==> src/sv/nsbh_pkg.sv <==
`default_nettype none
package nsbh_pkg;

    localparam int QW = 24;
    localparam int CFG_W = 23;
    localparam int CFG_IDX_W = 2;
    localparam int DEF_MAX_BOXES = 8;

    localparam logic [CFG_IDX_W-1:0] REG_BOX_SIZE     = 2'd0;
    localparam logic [CFG_IDX_W-1:0] REG_FLOOR_WIDTH  = 2'd1;
    localparam logic [CFG_IDX_W-1:0] REG_FLOOR_HEIGHT = 2'd2;
    localparam logic [CFG_IDX_W-1:0] REG_ACTIVE_BOXES = 2'd3;

    localparam logic KIND_LOAD  = 1'b0;
    localparam logic KIND_QUERY = 1'b1;

    localparam logic signed [QW-1:0] Q_MAX = 24'sh7FFFFF;
    localparam logic signed [QW-1:0] Q_MIN = -24'sh800000;

    typedef struct packed {
        logic                 kind;
        logic [2:0]           slot;
        logic signed [QW-1:0] box_x;
        logic signed [QW-1:0] box_y;
        logic signed [QW-1:0] start_x;
        logic signed [QW-1:0] start_y;
        logic signed [QW-1:0] stop_x;
        logic signed [QW-1:0] stop_y;
    } item_t;

    typedef struct packed {
        logic signed [QW-1:0] hit_x;
        logic signed [QW-1:0] hit_y;
        logic                 hit_found;
    } result_t;

    // one obstacle centre as it travels along the cell row
    typedef struct packed {
        logic signed [QW-1:0] x;
        logic signed [QW-1:0] y;
    } centre_t;

endpackage
`default_nettype wire

==> src/sv/nsbh_cell.sv <==
`default_nettype none
// One slot of the obstacle table; during a query the centres rotate one
// cell per shift toward cell 0.
module nsbh_cell
    import nsbh_pkg::*;
(
    input  wire logic    clk,
    input  wire logic    load,
    input  wire centre_t load_data,
    input  wire logic    shift,
    input  wire centre_t from_next,
    output centre_t      held
);
    centre_t held_reg;

    always_ff @(posedge clk)
    begin
        if (load)
        begin
            held_reg <= load_data;
        end
        else if (shift)
        begin
            held_reg <= from_next;
        end
    end

    assign held = held_reg;
endmodule
`default_nettype wire

==> config.mk <==
export PLATFORM = sky130hd
export DESIGN_NAME = nsbh_cell
export DESIGN_NICKNAME = d
export VERILOG_FILES = /design/src/sv/nsbh_pkg.sv /design/src/sv/nsbh_cell.sv
export SDC_FILE = /design/constraint.sdc
export NUM_CORES = 1
export LEC_CHECK = 0
export ABC_AREA = 1
export BUFFER_PORTS_ARGS = -buffer_cell sky130_fd_sc_hd__buf_2
export CORE_ASPECT_RATIO = 0.7
export CORE_MARGIN = 3
export CORE_UTILIZATION = 35
export DETAILED_ROUTE_END_ITERATION = 8
export MAX_ROUTING_LAYER = met4
export PLACE_DENSITY = 0.81
export SETUP_SLACK_MARGIN = 0.4
export SLEW_MARGIN = 20
export SYNTH_ARGS = -nofsm -noshare
export SYNTH_HDL_FRONTEND = slang
export SYNTH_SLANG_ARGS = --single-unit
export TNS_END_PERCENT = 30
==> constraint.sdc <==
create_clock -name clk -period 3 [get_ports clk]
set_input_delay 0.6 -clock clk [delete_from_list [all_inputs] [get_ports clk]]
set_output_delay 0.6 -clock clk [all_outputs]
set_load 0.1 [all_outputs]
==> metrics.md, run 1 <==
| Metric | Value |
|---|---|
| DP Worst Slack | around 1.2 ns |
| Area contributors post-synth | edfxtp_1 (69%), nand2_1 (26%), buf_6 (2.2%) |
| Area occupied by multi-input gates | ~550 µm² |
| Post-layout minimum cycle time | 1.67 ns |
| CP top delay family | buffers and inverters |
| # port buffers | about 150 |
| FF/Latch Area | approximately 0.0014 mm² |
| Crit share post-route | 55.6% |
| Vias per std cell | around 4.4 |
| Total GRT Usage | 15.0% |
| Die Y | 70.4 µm |
| Total congestion overflow | 0 |
| Worst EP required | 2.40 ns |
| Worst-margin pin slew | around 0.8 ns |
| Post-synth cell types | 7 |
| Sequential area share after synthesis | 69.5% |
| Max Slew Vio Count | 0 |
| Peak supply drop | 295 µV |
| Inserted Diodes | 0 |
| Via count | approximately 1800 |
| Final setup viols | 0 |
| Hold slack | 0.569 ns |
| Antenna violations before repair | 0 |
| Layout area overhead | 40.7% |
| Initial core utilization | 37.9% |
| Synth Cell Area | 0.00207 mm² |
| Startpoint type of the worst setup path | flop |
| Synth Net Count | 304 |
| Worst EP arrival | 1.07 ns |
| Gpl congestion | 0.775 |
| Most numerous cell in the Yosys netlist | nand2_1 |
| Post-route setup TNS | 0 ns |
| Fill count | 513 |
| #FFs+latches synth | 48 |
| Max reg flops | between 40 and 50 |
| Hold Path Class | input port to flop |
| Final worst slack | about 1.3 ns |
| Fin util | between 50% and 60% |
| RSZ-0062 raised after global routing | no |
| Asr flop ratio synth | 0% |
| Drt total wl | 5050 µm |
| Critical path's largest stage delay | around 0.43 ns |
| Die Wd | 98.0 µm |
| Mapped Cells | about 210 |
| Post-synth EDFFs | 48 |
| Total Die Area | between 0.006 and 0.007 mm² |
| Worst Setup End Kind | output pin |
| CP bufs+invs | 1 |
| DRT antenna net count | 0 |
| CORE AREA | 0.00548 mm² |
| Vias in the first global route | 1771 |
| Internal Pwr Total | 1100 µW |
| Worst relative slew slack | 47.8% |
| Postcts setup bufs | 0 |
| Row Count | 22 |
| Power per standard cell area | between 600 and 700 mW/mm² |
| Outcome | complete, no violations |
| Pre-antenna DRT Iters | 5 |
| Final nets | 448 |
| Layout cells sized above 1 | 44.7% |
| Post-synth top flop | edfxtp_1 |
| Largest net degree at the start of global routing | 49 |
| Clk buf depth | 2 |
| Worst-path clk slew | 0.08 ns |
| Fmax | between 500 and 600 MHz |
| Average wire per standard cell | roughly 12 µm |
| CTS buffer count | 5 |
| CP cell instances | buf_2 |
| Cell taking the most area after synthesis | edfxtp_1 |
| Cell at the slowest stage of the critical path | buf_2 |
| # IOs | 147 |
| First-pass GRT wire length | around 8000 µm |
| TritonCTS clock tree | yes |
| H-Tree Level Count | 2 |
| Commonest cells in the netlist | nand2_1 (144), edfxtp_1 (48), buf_2 (6) |
| Leakage power | 0.00156 µW |
| Syn_area_per_cell | 10.1 µm² |
| Clock group share of total power | around 18% |
| NetSw | 850 µW |
| DP Wirelength | 3850 µm |
| Crit path kind | flop to output pin |
| Crit Path Max Fanout | 1 |
| Post-CTS Resized | 0 |
| Final Hold Vio Count | 0 |
| Switching Share | 43.6% |
| Max-cap violations | 0 |
| Hold_buf cts | 0 |
| Sequential power share | 43.2% |
| Share of the synthesized area in the top cell type | between 60% and 70% |
| Logic pwr share | 38.8% |
| Initial DRC Count | 45 |
| Synth warn | 0 |
| DRC Markers | 0 |
| Clk root buf | clkbuf_8 |
| CTS Sinks | 48 |
[path summary, 6_finish.rpt]
path	slack, ns	start	endpoint	cells past startpoint
setup / recovery	1.33	held[44]$_DFFE_PP_	held[44]	1
hold / removal	0.57	from_next[9]	held[9]$_DFFE_PP_	3
[kinds of logic after synthesis]
logic type,synth area share [%]
and+or+nand+nor,26.4
DFF,69.5
buffers and inverters,4.16
[power by group through the flow]
stage | clock network, µW | logic (µW) | registers (µW)
after floorplan | 0 | 75.2 | 1400
after global placement | 0 | 754 | 853
after detailed placement | 0 | 761 | 856
after CTS | 366 | 761 | 842
after global routing | 392 | 786 | 849
final | 351 | 756 | 841
[cell usage in the layout, fill, tap and decap left out]
cell type,n
inv_2,1
buf_4,1
clkbuf_1,1
buf_12,1
nand2_1,144
buf_2,146
or2_2,1
clkinv_2,1
clkbuf_8,5
edfxtp_1,48
[stage by stage]
step	area, µm²	total power, µW	cells
2_1_floorplan	2070	1470	205
3_3_place_gp	2840	1610	414
3_5_place_dp	2840	1620	414
4_1_cts	2920	1970	421
5_1_grt	2920	2030	421
6_report	2920	1950	421
[area by class of cell]
cell class / instances / area share [%]
clock buffers: 6 / 2.49
clock inverters: 1 / 0.172
inverters: 1 / 0.129
multi-input cells: 145 / 18.7
flip-flops and latches: 48 / 49.4
well taps: 72 / 3.09
repair buffers: 148 / 26.0
[metal layers]
| layer | part of all wire [%] | global-route usage [%] | up-vias |
|---|---|---|---|
| li1 | - | - | 938 |
| met1 | 43 | 19.1 | 803 |
| met2 | 45 | 23.2 | 98 |
| met3 | 11 | 4.59 | 4 |
| met4 | 0.65 | 4.15 | 0 |
| met5 | 0 | - | - |
Note: power is estimated with default switching activity, not from simulation.
==> run 2: changes to the inputs <==
clock period = 1.7 ns   (was 3 ns; I/O delays follow)
==> run 2 against run 1 <==
  * Cell area grew 3.8%
  * Critical path depth is the same
  * Combinational power grew 85%
  * Hold slack lost 0.26 ns
  * Global-route usage grew 0.48 points
  * Critical path type unchanged
  * Critical endpoint is now held[24]
  * Largest power group unchanged
==> metrics.md, run 2 (same netlist as run 1, synthesis figures left out) <==
| Metric | Value |
|---|---|
| Clk root buf | clkbuf_8 |
| Layout cells sized above 1 | 44.3% (-0.45 points) |
| Hold_buf cts | 0 (unchanged) |
| Max Slew Vio Count | 0 (unchanged) |
| Total Die Area | 0.00690 mm² (unchanged) |
| CTS buffer count | 5 (unchanged) |
| Hold Path Class | input port to flop |
| DRT antenna net count | 0 (unchanged) |
| DRC Markers | 0 (unchanged) |
| Drt total wl | 5330 µm (+5.7%) |
| DP Wirelength | 3900 µm (+1.4%) |
| Crit Path Max Fanout | 1 (unchanged) |
| Outcome | complete, no violations |
| Antenna violations before repair | 1 (+1) |
| Hold Crit Endpoint | held[34]$_DFFE_PP_ |
| H-Tree Level Count | 2 (unchanged) |
| Worst-path clk slew | 0.08 ns (about the same) |
| Startpoint type of the worst setup path | flop |
| Worst EP arrival | 0.95 ns (-0.12 ns) |
| Final Hold Vio Count | 0 (unchanged) |
| Final nets | 447 (-0.22%) |
| # IOs | 147 (unchanged) |
| First-pass GRT wire length | 8130 µm (+1.9%) |
| Initial DRC Count | 70 (+56%) |
| Final setup viols | 0 (unchanged) |
| Post-layout minimum cycle time | between 1 and 1.5 ns |
| Critical path's largest stage delay | 0.37 ns (-0.06 ns) |
| Die Y | 70.4 µm (unchanged) |
| Cell at the slowest stage of the critical path | edfxtp_1 |
| Fill count | 501 (-2.3%) |
| Total congestion overflow | 0 (unchanged) |
| Post-route setup TNS | 0 ns (unchanged) |
| RSZ-0062 raised after global routing | yes |
| Worst EP required | 1.36 ns (-1.04 ns) |
| Initial core utilization | 37.9% (unchanged) |
| Most common cell after layout, fill and taps aside | nand2_1 |
| CP cell instances | buf_4 |
| Power per standard cell area | 1160 mW/mm² (+73%) |
| CORE AREA | 0.00548 mm² (unchanged) |
| Pre-antenna DRT Iters | 4 (-1) |
| # port buffers | 146 (unchanged) |
| Layout area overhead | 46.0% |
| Average wire per standard cell | 12.7 µm (+5.7%) |
| Hold path start | from_next[34] |
| Total GRT Usage | 15.4% (+0.48 points) |
| Die Wd | 98.0 µm (unchanged) |
| CP bufs+invs | 1 (unchanged) |
| Row Count | 22 (unchanged) |
| Hold slack | 0.312 ns (-0.257 ns) |
| Postcts setup bufs | 0 (unchanged) |
| Worst-margin pin slew | 0.800 ns (+0.0189 ns) |
| Worst Setup End Kind | output pin |
| Worst Hold Depth | 3 (unchanged) |
| Max-cap violations | 0 (unchanged) |
| Vias per std cell | 4.40 (+0.60%) |
| Crit path kind | flop to output pin |
| Via count | 1854 (+0.60%) |
| FF/Latch Area | 0.00144 mm² (unchanged) |
| Most frequent cells in the layout | nand2_1 (144), buf_2 (98), edfxtp_1 (48) |
| Fmax | 772 MHz |
| Area occupied by multi-input gates | 549 µm² (+0.46%) |
| TritonCTS clock tree | yes |
| CTS Sinks | 48 (unchanged) |
| Post-CTS Resized | 14 (+14) |
| Crit share post-route | 76.2% |
| Clk buf depth | 2 (unchanged) |
| Peak supply drop | 557 µV (+89%) |
| CP top delay family | flip-flops |
| Vias in the first global route | 1711 (-3.4%) |
| Leakage power | 0.00158 µW (+1.6%) |
| Largest net degree at the start of global routing | 49 (unchanged) |
| Gpl congestion | 0.757 (-2.2%) |
| Worst relative slew slack | 46.6% (-1.2 points) |
| Max reg flops | 48 (unchanged) |
-- run 2: cell types whose count changed in the layout (fill, tap and decap cells not counted) --
cell | previous run | this run
clkinv_2 | 1 | 0
or2_2 | 1 | 0
clkbuf_4 | 0 | 21
or2_4 | 0 | 1
buf_6 | 0 | 2
buf_2 | 146 | 98
clkinv_1 | 0 | 2
diode_2 | 0 | 1
clkbuf_1 | 1 | 0
buf_12 | 1 | 0
buf_4 | 1 | 26
-- run 2: cell type report --
type / instances / share of cell area (%)
Antenna cell: 1 / 0.0826
Clock buffer: 5 / 2.27
Clock inverter: 2 / 0.248
Inverter: 1 / 0.124
Multi-Input combinational cell: 145 / 18.1
Sequential cell: 48 / 47.6
Tap cell: 72 / 2.97
Timing Repair Buffer: 147 / 28.6
-- run 2: per-layer routing --
layer,track usage [%],vias up,share of wire (%)
met3,6.49,5,12
met5,-,-,0
met1,18.5,807,40
met2,24.1,103,47
met4,4.15,0,0.90
li1,-,939,-
-- run 2: how the worst max path moves through the flow --
| stage | from | endpoint | slack (ns) | cells after the start |
|---|---|---|---|---|
| global placement | load | held[37]$_DFFE_PP_ | 0.31 | 4 |
| floorplan | load | held[0]$_DFFE_PP_ | 0.37 | 3 |
| global route | held[24]$_DFFE_PP_ | held[24] | 0.36 | 1 |
| detailed placement | load | held[44]$_DFFE_PP_ | 0.23 | 4 |
| CTS | held[35]$_DFFE_PP_ | held[35] | 0.30 | 1 |
| finish | held[24]$_DFFE_PP_ | held[24] | 0.41 | 1 |
-- run 2: where the power goes --
part	internal [µW]	total (µW)	switching (µW)
combinational	275	1400	1130
clock	272	611	339
sequential	1450	1490	37.7
-- run 2: worst min-delay path, stage by stage --
cell and delay [ns]:
buf_2 0.07, nand2_1 0.04, nand2_1 0.04
-- run 2: stage by stage --
step | std cells | area (µm²) | power (µW) | util (%) | setup WS [ns]
2_1_floorplan | 205 | 2090 | 2600 | - | 0.365
3_5_place_dp | 413 | 2820 | 2850 | 51.5 | 0.232
3_3_place_gp | 413 | 2820 | 2840 | 51.5 | 0.310
5_1_grt | 421 | 3030 | 3650 | 55.3 | 0.359
4_1_cts | 420 | 2930 | 3480 | 53.6 | 0.297
6_report | 421 | 3030 | 3510 | 55.3 | 0.405
